File: config.mk
export PLATFORM = sky130hd
export DESIGN_NAME = multitap_keypad_text_entry
export DESIGN_NICKNAME = d
export VERILOG_FILES = /design/src/rtl/mtk_pkg.sv /design/src/rtl/multitap_keypad_text_entry.sv /design/src/rtl/mtk_ram.sv
export VERILOG_INCLUDE_DIRS = /design/src /design/src/rtl
export SDC_FILE = /design/constraint.sdc
export NUM_CORES = 1
export LEC_CHECK = 0
export BUFFER_PORTS_ARGS = -buffer_cell sky130_fd_sc_hd__buf_2
export CORE_ASPECT_RATIO = 0.6
export CORE_MARGIN = 2
export CORE_UTILIZATION = 56
export DETAILED_ROUTE_END_ITERATION = 12
export PLACE_DENSITY = 0.72
export SYNTH_ARGS = -nofsm -noshare
export SYNTH_HDL_FRONTEND = slang
export SYNTH_SLANG_ARGS = --single-unit
File: constraint.sdc
create_clock -name clk -period 3.8 [get_ports clk]
set_clock_uncertainty 0.1 [all_clocks]
set_input_delay 0.19 -clock clk [delete_from_list [all_inputs] [get_ports clk]]
set_output_delay 0.19 -clock clk [all_outputs]
set_load 0.01 [all_outputs]
File: src/rtl/assert_macros.svh
// Assertion helpers shared by the RTL.
`ifndef ASSERT_MACROS_SVH
`define ASSERT_MACROS_SVH

`ifndef SYNTHESIS

`define ASSERT_PROP(label, clk, rst_n, prop) \
    label: assert property (@(posedge clk) disable iff (!rst_n) prop) \
        else $error("assertion failed");

`define ASSERT_NEVER(label, clk, rst_n, cond) \
    label: assert property (@(posedge clk) disable iff (!rst_n) !(cond)) \
        else $error("forbidden condition seen");

`else

`define ASSERT_PROP(label, clk, rst_n, prop)

`define ASSERT_NEVER(label, clk, rst_n, cond)

`endif

`endif

File: src/rtl/mtk_pkg.sv
package mtk_pkg;

    localparam int TEXT_LENGTH = 32;

    localparam int POS_W    = $clog2(TEXT_LENGTH);
    localparam int CUR_W    = $clog2(TEXT_LENGTH + 1);
    localparam int KEY_W    = 5;
    localparam int CHAR_W   = 8;
    localparam int TAP_W    = 2;
    localparam int IDLE_W   = 8;
    localparam int EFFECT_W = 3;

    localparam logic [IDLE_W-1:0] IDLE_TIMEOUT_RESET = 8'd120;
    localparam logic [TAP_W-1:0]  TAP_WRAP           = 2'd3;

    // key codes
    localparam logic [KEY_W-1:0] KEY_NONE = 5'd0;
    localparam logic [KEY_W-1:0] KEY_D0   = 5'd1;
    localparam logic [KEY_W-1:0] KEY_D1   = 5'd2;
    localparam logic [KEY_W-1:0] KEY_D2   = 5'd3;
    localparam logic [KEY_W-1:0] KEY_D3   = 5'd4;
    localparam logic [KEY_W-1:0] KEY_D4   = 5'd5;
    localparam logic [KEY_W-1:0] KEY_D5   = 5'd6;
    localparam logic [KEY_W-1:0] KEY_D6   = 5'd7;
    localparam logic [KEY_W-1:0] KEY_D7   = 5'd8;
    localparam logic [KEY_W-1:0] KEY_D8   = 5'd9;
    localparam logic [KEY_W-1:0] KEY_D9   = 5'd10;
    localparam logic [KEY_W-1:0] KEY_A    = 5'd11;
    localparam logic [KEY_W-1:0] KEY_D    = 5'd14;
    localparam logic [KEY_W-1:0] KEY_STAR = 5'd15;
    localparam logic [KEY_W-1:0] KEY_HASH = 5'd16;

    localparam logic [KEY_W-1:0] KEY_ERASE     = KEY_D1;
    localparam logic [KEY_W-1:0] KEY_EFFECT_OF = 5'd10;

    typedef struct packed {
        logic                wr_valid;
        logic [POS_W-1:0]    wr_pos;
        logic [CHAR_W-1:0]   wr_char;
        logic                cleared;
        logic                saved;
        logic [EFFECT_W-1:0] effect;
    } res_t;

    function automatic logic [CHAR_W-1:0] first_letter(input logic [KEY_W-1:0] key);
        logic [CHAR_W-1:0] ch;
        case (key)
            KEY_D0:  ch = "Z";
            KEY_D2:  ch = "A";
            KEY_D3:  ch = "D";
            KEY_D4:  ch = "G";
            KEY_D5:  ch = "J";
            KEY_D6:  ch = "M";
            KEY_D7:  ch = "P";
            KEY_D8:  ch = "T";
            KEY_D9:  ch = "W";
            default: ch = '0;
        endcase
        return ch;
    endfunction

endpackage

File: src/rtl/multitap_keypad_text_entry.sv
// Channel   Handshake                         Payload
// key       key_valid / key_stall             key_sample
// result    result_valid / result_stall       write_valid .. idle_flag
// config    idle_timeout_we                   idle_timeout_wdata
//
// A sample passes the states accept, evaluate and emit; a letter key adds a second
// evaluate, as the text RAM is read at the cursor, then at the cursor after any timeout advance.
// Hash adds, before the emit, a sweep over all TEXT_LENGTH cells that zeroes the text RAM.
// After reset the same sweep runs with key_stall high.
// A result waiting under result_stall holds back only the emit of the next one.
`include "assert_macros.svh"

module multitap_keypad_text_entry (
    input  logic                          clk,
    input  logic                          rst_n,
    input  logic                          idle_timeout_we,
    input  logic [mtk_pkg::IDLE_W-1:0]    idle_timeout_wdata,
    input  logic                          key_valid,
    output logic                          key_stall,
    input  logic [mtk_pkg::KEY_W-1:0]     key_sample,
    output logic                          result_valid,
    input  logic                          result_stall,
    output logic                          write_valid,
    output logic [mtk_pkg::POS_W-1:0]     write_position,
    output logic [mtk_pkg::CHAR_W-1:0]    write_char,
    output logic [mtk_pkg::CUR_W-1:0]     cursor,
    output logic                          text_cleared,
    output logic                          text_saved,
    output logic [mtk_pkg::EFFECT_W-1:0]  effect_select,
    output logic                          idle_flag
);

    import mtk_pkg::*;

    localparam logic [2:0] S_CLEAR = 3'd0;
    localparam logic [2:0] S_IDLE  = 3'd1;
    localparam logic [2:0] S_EVAL  = 3'd2;
    localparam logic [2:0] S_EVAL2 = 3'd3;
    localparam logic [2:0] S_EMIT  = 3'd4;

    localparam logic [CUR_W-1:0] CUR_LEN  = CUR_W'(TEXT_LENGTH);
    localparam logic [POS_W-1:0] POS_LAST = POS_W'(TEXT_LENGTH - 1);

    logic [2:0]          state_reg,        state_next;
    logic [POS_W-1:0]    clr_cnt_reg,      clr_cnt_next;
    logic                clr_emit_reg,     clr_emit_next;
    logic [KEY_W-1:0]    key_reg,          key_next;
    logic                changed_reg,      changed_next;
    logic [KEY_W-1:0]    prev_sample_reg,  prev_sample_next;
    logic [KEY_W-1:0]    prev_letter_reg,  prev_letter_next;
    logic [CUR_W-1:0]    cursor_reg,       cursor_next;
    logic [TAP_W-1:0]    tap_reg,          tap_next;
    logic [IDLE_W-1:0]   idle_reg,         idle_next;
    logic [IDLE_W-1:0]   timeout_reg;
    res_t                pend_reg,         pend_next;
    res_t                out_reg,          out_next;
    logic [CUR_W-1:0]    out_cursor_reg,   out_cursor_next;
    logic                out_idle_reg,     out_idle_next;
    logic                result_valid_reg, result_valid_next;

    logic                ram_we;
    logic [POS_W-1:0]    ram_waddr;
    logic [CHAR_W-1:0]   ram_wdata;
    logic [POS_W-1:0]    ram_raddr;
    logic [CHAR_W-1:0]   ram_rdata;

    logic                accept;
    logic                out_free;
    logic                in_range;
    logic                occupied;
    logic                is_letter;
    logic                timed_out;
    logic [CHAR_W-1:0]   base;
    logic [TAP_W-1:0]    tap1;
    logic [TAP_W-1:0]    tap2;
    logic [CUR_W-1:0]    cur1;
    logic [CUR_W-1:0]    cur2;

    mtk_ram #(
        .WIDTH (CHAR_W),
        .DEPTH (TEXT_LENGTH)
    ) u_text_ram (
        .clk   (clk),
        .we    (ram_we),
        .waddr (ram_waddr),
        .wdata (ram_wdata),
        .raddr (ram_raddr),
        .rdata (ram_rdata)
    );

    assign accept   = key_valid && !key_stall;
    assign out_free = !result_valid_reg || !result_stall;

    assign in_range  = cursor_reg < CUR_LEN;
    assign occupied  = in_range && (ram_rdata != '0);
    assign is_letter = (key_reg inside {[KEY_D0:KEY_D9]}) && (key_reg != KEY_ERASE);
    assign timed_out = idle_reg > timeout_reg;
    assign base      = first_letter(key_reg);
    assign tap1      = ((key_reg == KEY_D0) || (tap_reg == TAP_WRAP)) ? '0 : tap_reg;
    assign tap2      = timed_out ? '0 : tap1;
    assign cur1      = cursor_reg + CUR_W'(timed_out && occupied);
    assign cur2      = cursor_reg + CUR_W'(occupied);

    always_comb
    begin
        state_next        = state_reg;
        clr_cnt_next      = clr_cnt_reg;
        clr_emit_next     = clr_emit_reg;
        key_next          = key_reg;
        changed_next      = changed_reg;
        prev_sample_next  = prev_sample_reg;
        prev_letter_next  = prev_letter_reg;
        cursor_next       = cursor_reg;
        tap_next          = tap_reg;
        idle_next         = idle_reg;
        pend_next         = pend_reg;
        out_next          = out_reg;
        out_cursor_next   = out_cursor_reg;
        out_idle_next     = out_idle_reg;
        result_valid_next = result_valid_reg && result_stall;

        ram_we    = 1'b0;
        ram_waddr = cursor_reg[POS_W-1:0];
        ram_wdata = '0;
        ram_raddr = cursor_reg[POS_W-1:0];

        case (state_reg)
            S_CLEAR:
            begin
                ram_we       = 1'b1;
                ram_waddr    = clr_cnt_reg;
                clr_cnt_next = clr_cnt_reg + 1'b1;
                if (clr_cnt_reg == POS_LAST)
                begin
                    clr_cnt_next = '0;
                    state_next   = clr_emit_reg ? S_EMIT : S_IDLE;
                end
            end
            S_IDLE:
            begin
                if (accept)
                begin
                    key_next         = key_sample;
                    changed_next     = key_sample != prev_sample_reg;
                    prev_sample_next = key_sample;
                    state_next       = S_EVAL;
                end
            end
            S_EVAL:
            begin
                pend_next  = '0;
                state_next = S_EMIT;
                if (changed_reg)
                begin
                    if (key_reg == KEY_ERASE)
                    begin
                        if (in_range)
                        begin
                            ram_we            = 1'b1;
                            pend_next.wr_valid = 1'b1;
                            pend_next.wr_pos   = cursor_reg[POS_W-1:0];
                        end
                        if (cursor_reg != '0)
                        begin
                            cursor_next = cursor_reg - 1'b1;
                        end
                    end
                    else if (is_letter)
                    begin
                        cursor_next = cur1;
                        tap_next    = tap2;
                        ram_raddr   = cur1[POS_W-1:0];
                        state_next  = S_EVAL2;
                    end
                    else if (key_reg inside {[KEY_A:KEY_D]})
                    begin
                        pend_next.effect = EFFECT_W'(key_reg - KEY_EFFECT_OF);
                    end
                    else if (key_reg == KEY_STAR)
                    begin
                        pend_next.saved = 1'b1;
                    end
                    else if (key_reg == KEY_HASH)
                    begin
                        cursor_next       = '0;
                        pend_next.cleared = 1'b1;
                        clr_cnt_next      = '0;
                        clr_emit_next     = 1'b1;
                        state_next        = S_CLEAR;
                    end
                end
            end
            S_EVAL2:
            begin
                if (in_range)
                begin
                    if (prev_letter_reg == key_reg)
                    begin
                        ram_we             = 1'b1;
                        ram_wdata          = base + CHAR_W'(tap_reg);
                        pend_next.wr_valid = 1'b1;
                        pend_next.wr_pos   = cursor_reg[POS_W-1:0];
                        pend_next.wr_char  = base + CHAR_W'(tap_reg);
                        tap_next           = tap_reg + 1'b1;
                    end
                    else
                    begin
                        cursor_next = cur2;
                        if (cur2 < CUR_LEN)
                        begin
                            ram_we             = 1'b1;
                            ram_waddr          = cur2[POS_W-1:0];
                            ram_wdata          = base;
                            pend_next.wr_valid = 1'b1;
                            pend_next.wr_pos   = cur2[POS_W-1:0];
                            pend_next.wr_char  = base;
                            tap_next           = TAP_W'(1);
                        end
                    end
                end
                prev_letter_next = key_reg;
                idle_next        = '0;
                state_next       = S_EMIT;
            end
            S_EMIT:
            begin
                if (out_free)
                begin
                    out_next          = pend_reg;
                    out_cursor_next   = cursor_reg;
                    out_idle_next     = idle_reg > timeout_reg;
                    result_valid_next = 1'b1;
                    if (idle_reg != '1)
                    begin
                        idle_next = idle_reg + 1'b1;
                    end
                    clr_emit_next = 1'b0;
                    state_next    = S_IDLE;
                end
            end
            default:
            begin
                state_next = S_IDLE;
            end
        endcase
    end

    always_ff @(posedge clk or negedge rst_n)
    begin
        if (!rst_n)
        begin
            state_reg        <= S_CLEAR;
            clr_cnt_reg      <= '0;
            clr_emit_reg     <= 1'b0;
            prev_sample_reg  <= KEY_NONE;
            prev_letter_reg  <= KEY_NONE;
            cursor_reg       <= '0;
            tap_reg          <= '0;
            idle_reg         <= '0;
            timeout_reg      <= IDLE_TIMEOUT_RESET;
            result_valid_reg <= 1'b0;
        end
        else
        begin
            state_reg        <= state_next;
            clr_cnt_reg      <= clr_cnt_next;
            clr_emit_reg     <= clr_emit_next;
            prev_sample_reg  <= prev_sample_next;
            prev_letter_reg  <= prev_letter_next;
            cursor_reg       <= cursor_next;
            tap_reg          <= tap_next;
            idle_reg         <= idle_next;
            result_valid_reg <= result_valid_next;
            if (idle_timeout_we)
            begin
                timeout_reg <= idle_timeout_wdata;
            end
        end
    end

    always_ff @(posedge clk)
    begin
        key_reg        <= key_next;
        changed_reg    <= changed_next;
        pend_reg       <= pend_next;
        out_reg        <= out_next;
        out_cursor_reg <= out_cursor_next;
        out_idle_reg   <= out_idle_next;
    end

    assign key_stall      = state_reg != S_IDLE;
    assign result_valid   = result_valid_reg;
    assign write_valid    = out_reg.wr_valid;
    assign write_position = out_reg.wr_pos;
    assign write_char     = out_reg.wr_char;
    assign cursor         = out_cursor_reg;
    assign text_cleared   = out_reg.cleared;
    assign text_saved     = out_reg.saved;
    assign effect_select  = out_reg.effect;
    assign idle_flag      = out_idle_reg;

    `ASSERT_NEVER(a_cursor_range, clk, rst_n, cursor_reg > CUR_LEN)
    `ASSERT_PROP(a_accept_to_eval, clk, rst_n, accept |=> state_reg == S_EVAL)
    `ASSERT_NEVER(a_we_busy, clk, rst_n, ram_we && (state_reg == S_IDLE || state_reg == S_EMIT))
    `ASSERT_PROP(a_rv_from_emit, clk, rst_n, $rose(result_valid_reg) |-> $past(state_reg) == S_EMIT)

endmodule

File: src/rtl/mtk_ram.sv
module mtk_ram #(
    parameter int WIDTH = 8,
    parameter int DEPTH = 32
) (
    input  logic                     clk,
    input  logic                     we,
    input  logic [$clog2(DEPTH)-1:0] waddr,
    input  logic [WIDTH-1:0]         wdata,
    input  logic [$clog2(DEPTH)-1:0] raddr,
    output logic [WIDTH-1:0]         rdata
);

    logic [WIDTH-1:0] mem [DEPTH];
    logic [WIDTH-1:0] rdata_reg;

    always_ff @(posedge clk)
    begin
        if (we)
        begin
            mem[waddr] <= wdata;
        end
        rdata_reg <= mem[raddr];
    end

    assign rdata = rdata_reg;

endmodule
==> results.cfg, run 1 <==
[status]
status = completed

[timing]
fmax_ghz = 0.2638
worstMarginPinSlew_ns = 1.061
rsz0062_at_grt = yes
fin_setup_tns_ns = 0
period_share_pct = 99.77
min_period_ns = 3.791
finalHoldViolCount = 0
slew_headroom_pct = 29.27
finalSetupViolCount = 0
final_max_slew_viol_count = 0

[synth]
synth.distinct_cells = 78
syn_inst = 1105
syn-mean-instance-area_um2 = 13.16
synth_ff_type = edfxtp_1
synth_edf_count = 273
synth_warnings = 0
synth_seq_cells = 330
synth.cell_area_um2 = 14540
yosysSeqAreaShare_pct = 65.77
syn-num-nets = 1151
synthArstFlopShare_pct = 13.33

[detailed_routing]
drc = 0
post_drt_via_cell_ratio = 6.166
wl_per_cell_um = 23.51
drtIter0Drc = 1614
routed_wl_um = 39120
first_pass_iters = 5
ant_nets = 0
num_vias = 10260

[critical_path]
critPathCaptureType = flop
critPathKind = flop to flop
crit_fanout = 6
required_ns = 4.17
startpoint_type = flop
arrival_ns = 4.16

[final_layout]
largest_reg_flops = 224
syn2layout_area_growth_pct = 21.18
num-nets-final = 1336
stdcell_count = 1664
drive_gt1_share_pct = 22.71
mostFrequentLayoutCells = edfxtp_1 (273), nand2_1 (167), buf_4 (120), nor2_1 (67), nand3_1 (46)
diodes = 0
final_common_cell = edfxtp_1

[floorplanning]
start_util_pct = 57.27
core_um2 = 25390
design.portCount = 46
die_h_um = 128.8
die_w_um = 212.0
die-area_um2 = 27310
row_count = 45

[min_path]
min_path_type = input pin to flop

[pwr]
leakagePower_nw = 6.655
combPwrFrac_pct = 33.7
power.density_nw_per_um2 = 677.2
clkPwrFrac_pct = 25.8
irDropWorstVdd_mv = 0.4107
pwr-share-seq_pct = 40.5
intPower_mw = 7.864
switching_share_pct = 34.10
p_switching_mw = 4.069

[clock_network]
clock_path_buffers = 3
cts_tree = built
clk_pin_slew_ns = 0.07
clockRootBuffer = clkbuf_16
cts_num_sinks = 330
clkLatencyLatePin_ns = 0.58
cts_buffers = 30
htree_levels = 1

[global_route]
antenna_found_initial = 0
grt.overflow.total = 0
grt_use_total_pct = 29.11
grt_pass1_wl_um = 58680
grt_start_max_net_pins = 45
grt_pass1_vias = 9626

[flow_run]
maxCapViolations = 0

[placed_design]
place_congestion = 0.9574
numPortBuffers = 44
hpwl_um = 26300
dp.cells = 1570
## per-layer routing
layer  routed length, µm  share of wire, %  up-vias  track usage (%)
li1                    -                 -     4558                -
met1               17570                45     4988            46.63
met2               15040                38      651            36.55
met3                5742                15       62            11.79
met4                 669               1.7        2            5.717
met5                 100              0.26        -           0.6897
## metrics by stage
stage / setup slack, ns / hold WS (ns) / area, µm² / total power, mW / utilization (%)
floorplan: 0.1765 / -0.2056 / 14550 / 7.043 / -
global placement: -0.005971 / 0.3043 / 16020 / 8.436 / 63.08
detailed placement: -0.1129 / 0.3045 / 16020 / 8.535 / 63.08
CTS: 0.007660 / 0.06918 / 17390 / 11.66 / 68.49
global route: -0.1190 / 0.1092 / 17620 / 12.41 / 69.40
finish: 0.008798 / 0.1044 / 17620 / 11.93 / 69.40
## cell families (layout without fill, tap and decap cells)
group                      Yosys count  count (layout)  synth area share (%)
AOI/OAI and AO/OA                  183             183                 8.845
xor gates and xnor gates            28              28                 1.738
adders and majority gates           28              28                 2.461
buffers and inverters               79             285                 2.616
DFF                                330             330                 65.77
muxes                               53              54                 5.558
other                                1               1               0.02579
and+or+nand+nor                    403             403                 12.98
## path summary, 6_finish.rpt
path,from,to,slack [ns],depth (start not counted)
hold reg to reg,pend_reg[15],write_position[2],0.32,0
setup reg to reg,idle_reg[1],u_text_ram.rdata[4],0.009,15
min in group asynchronous,rst_n,clr_cnt_reg[2],0.23,2
max in group asynchronous,rst_n,cursor_reg[1],2.70,2
setup / recovery,idle_reg[1],u_text_ram.rdata[4],0.009,15
hold / removal,key_valid,prev_sample_reg[3],0.10,4
## final cells by class
cell class / count / area, µm²
multi-input combinational: 697 / 4871
tap: 352 / 440.4
fill: 1709 / 7771
clock buffer: 39 / 835.8
sequential: 330 / 9564
timing repair buffer: 207 / 1668
inverter: 24 / 90.09
clock inverter: 15 / 152.6
## repair_timing
| item | CTS | global route |
|---|---|---|
| pin swaps | 0 | 8 |
| gates resized for setup | 2 | 46 |
| hold buffers | 30 | 0 |
| buffers inserted | 6 | 2 |
| gates cloned | 1 | 1 |
| endpoints found under the hold margin | 71 | 0 |
| endpoints found under the setup margin | 6 | 81 |
## critical path, stage by stage (launching register included)
cell and delay, ns:
dfrtp_1 0.40, ha_1 0.31, nor2b_1 0.13, o21a_1 0.16, o21a_1 0.17, o21ai_2 0.11
nand3b_1 0.15, and3_4 0.20, ha_4 0.18, ha_4 0.30, mux2_4 0.26, buf_4 0.14
mux4_1 0.53, a22oi_1 0.17, and4b_1 0.28, nor4_1 0.08
## synth_stat cells, types with 8 or more instances
| master | instances | share of area [%] |
|---|---|---|
| dfrtp_1 | 40 | 6.9 |
| xnor2_1 | 17 | 1.0 |
| buf_6 | 8 | 0.62 |
| a22oi_1 | 8 | 0.41 |
| nor3_1 | 18 | 0.62 |
| nor2b_1 | 13 | 0.56 |
| clkbuf_1 | 34 | 0.88 |
| mux4_1 | 14 | 2.5 |
| a221oi_1 | 8 | 0.48 |
| nand4_1 | 11 | 0.47 |
| nand3_1 | 50 | 1.7 |
| a21oi_1 | 23 | 0.79 |
| inv_1 | 24 | 0.62 |
| o21ai_0 | 37 | 1.3 |
| dfxtp_1 | 13 | 1.8 |
| nor2_1 | 72 | 1.9 |
| o22ai_1 | 9 | 0.39 |
| nor4_1 | 9 | 0.39 |
| xor2_1 | 10 | 0.60 |
| nand2_1 | 168 | 4.3 |
| mux2i_1 | 29 | 2.0 |
| edfxtp_1 | 273 | 56 |
| o211ai_1 | 9 | 0.46 |
| and3_1 | 26 | 1.1 |
| a211oi_1 | 21 | 1.1 |
| and2_1 | 10 | 0.43 |
| a31oi_1 | 18 | 0.77 |
| ha_1 | 27 | 2.3 |
## power by group through the flow
stage | sequential (mW) | clock, mW | combinational, mW
after floorplan | 4.81 | 0 | 2.23
after global placement | 4.88 | 0 | 3.56
after detailed placement | 4.89 | 0 | 3.64
after CTS | 4.82 | 3.08 | 3.76
after global routing | 4.88 | 3.25 | 4.28
final | 4.84 | 3.08 | 4.02
(Power assumes the default switching activity.)
==> run 2: changes to the inputs <==
- CORE_UTILIZATION: 56 -> 60
- PLACE_DENSITY: 0.72 -> 0.73
- clock period: 3.8 -> 3.85 ns (I/O delays scaled with it)
==> run 2 against run 1 <==
  * Clock power hardly changed
  * Critical endpoint is now u_text_ram.rdata[1]
  * Largest power group unchanged
  * Cell area decreased by 1.1%
  * Cell count decreased by 2.9%
  * Die area decreased by 6.5%
  * Count of clock-buffer cells in the layout fell by 1
  * Via count fell by 0.55%
  * Sequential power about the same
  * Fmax is essentially flat
  * Combinational power decreased by 6.5%
  * Power is 2.4% lower
  * Register-to-register slack improved by 0.05 ns
  * Global-route usage increased by 1.5 points
==> results.cfg, run 2 (synthesis gave the netlist of run 1 again) <==
[status]
status = completed

[global_route]
grt_use_met1_pct = 50.74
grt.overflow.total = 0
met2_usage_pct = 38.53
grt_pass1_vias = 9373
grt.busiest_layer = met1
grt_pass1_wl_um = 57910
grt_use_total_pct = 30.65
grtUsageMet3_pct = 11.36
antenna_found_initial = 0
grt_start_max_net_pins = 45

[detailed_routing]
drtIter0Drc = 1278
drc = 0
ant_nets = 0
routed_wl_um = 39370
num_vias = 10210
post_drt_via_cell_ratio = 6.315
first_pass_iters = 6
wl_per_cell_um = 24.36

[final_layout]
final_common_cell = edfxtp_1
largest_reg_flops = 224
num-nets-final = 1318
diodes = 0
multi_input_area_um2 = 4853
syn2layout_area_growth_pct = 19.81
fillers = 1571
mostFrequentLayoutCells = edfxtp_1 (273), nand2_1 (166), buf_4 (105), nor2_1 (69), nand3_1 (45)
regArea_um2 = 9564
final_util_pct = 72.58
drive_gt1_share_pct = 21.41

[timing]
finalHoldViolCount = 0
final_max_slew_viol_count = 0
finalSetupViolCount = 0
worstMarginPinSlew_ns = 1.103
fmax_ghz = 0.2636
timing.hold.ws_ns = 0.02289
period_share_pct = 98.52
slew_headroom_pct = 26.49
min_period_ns = 3.793

[critical_path]
required_ns = 4.19
critPathCaptureType = flop
startpoint_type = flop
arrival_ns = 4.13
crit_fanout = 16
critPathKind = flop to flop

[pwr]
power_mw = 11.64
power.density_nw_per_um2 = 668.2
irDropWorstVdd_mv = 0.4573
leakagePower_nw = 6.587

[floorplanning]
start_util_pct = 60.58
core_um2 = 24000
design.portCount = 46
die_h_um = 124.6
die_w_um = 205.0
row_count = 44
die-area_um2 = 25540

[clock_network]
clockRootBuffer = clkbuf_16
clk_pin_slew_ns = 0.07
cts_buffers = 29
clock_path_buffers = 3
cts_tree = built
clkLatencyLatePin_ns = 0.56
cts_num_sinks = 330
htree_levels = 1

[min_path]
min_path_type = input pin to flop

[placed_design]
numPortBuffers = 44
place_congestion = 1.020
hpwl_um = 25620

[flow_run]
maxCapViolations = 0
## run 2: worst paths after layout
check,startpoint,endpoint,slack [ns],depth (start not counted)
max in group asynchronous,rst_n,timeout_reg[1],2.67,2
max reg2reg,idle_reg[1],u_text_ram.rdata[1],0.06,17
min reg2reg,pend_reg[7],write_char[2],0.32,0
min,key_valid,state_reg[2],0.02,4
min in group asynchronous,rst_n,prev_sample_reg[1],0.28,2
max,idle_reg[1],u_text_ram.rdata[1],0.06,17
## run 2: routing by layer
layer / up-vias / wire, µm
met2: 677 / 15480
met3: 47 / 5893
li1: 4518 / -
met4: 0 / 591
met5: - / 0
met1: 4963 / 17410
## run 2: cell type report
class	count	area share, %
clock buffers	38	4.532
clock inverters	15	1.163
inverters	24	0.5171
multi-input cells	698	27.86
flip-flops and latches	330	54.90
well taps	322	2.313
repair buffers	189	8.719
## run 2: worst max-delay path, stage by stage (launching register included)
cell and delay (ns):
dfrtp_1 0.40, ha_1 0.32, nor2b_1 0.14, o21a_1 0.16
o21a_1 0.16, o21ai_0 0.15, nand3b_1 0.15, and3_4 0.22
ha_2 0.21, ha_4 0.32, buf_4 0.15, mux2i_4 0.08
buf_4 0.21, clkbuf_16 0.19, a211oi_1 0.22, a31oi_1 0.11
a21oi_2 0.26, nand4_1 0.11
## run 2: what timing repair did
item                                   in CTS  in global routing
setup endpoints to repair                   5                 81
cloned                                      2                  2
hold buffers                               30                  0
pin swaps                                   0                  6
endpoints found under the hold margin      62                  0
setup buffers                               0                  6
gates resized for setup                     3                 35
## run 2: power breakdown
part           total (mW)  switching (mW)  internal (mW)
logic                3.76            2.33           1.43
clock network        3.06            1.29           1.78
registers            4.82           0.308           4.51
total                11.6            3.93           7.71
## run 2: through the flow
stage               instances  cell area (µm²)  setup TNS (ns)  worst slack, ns
CTS                      1608            17170        -0.04205         -0.02050
floorplan                1105            14550               0           0.2265
finish                   1616            17420               0          0.05690
global route             1616            17420         -0.2247          -0.1037
global placement         1523            15840               0          0.01240
detailed placement       1523            15840         -0.1001         -0.04881
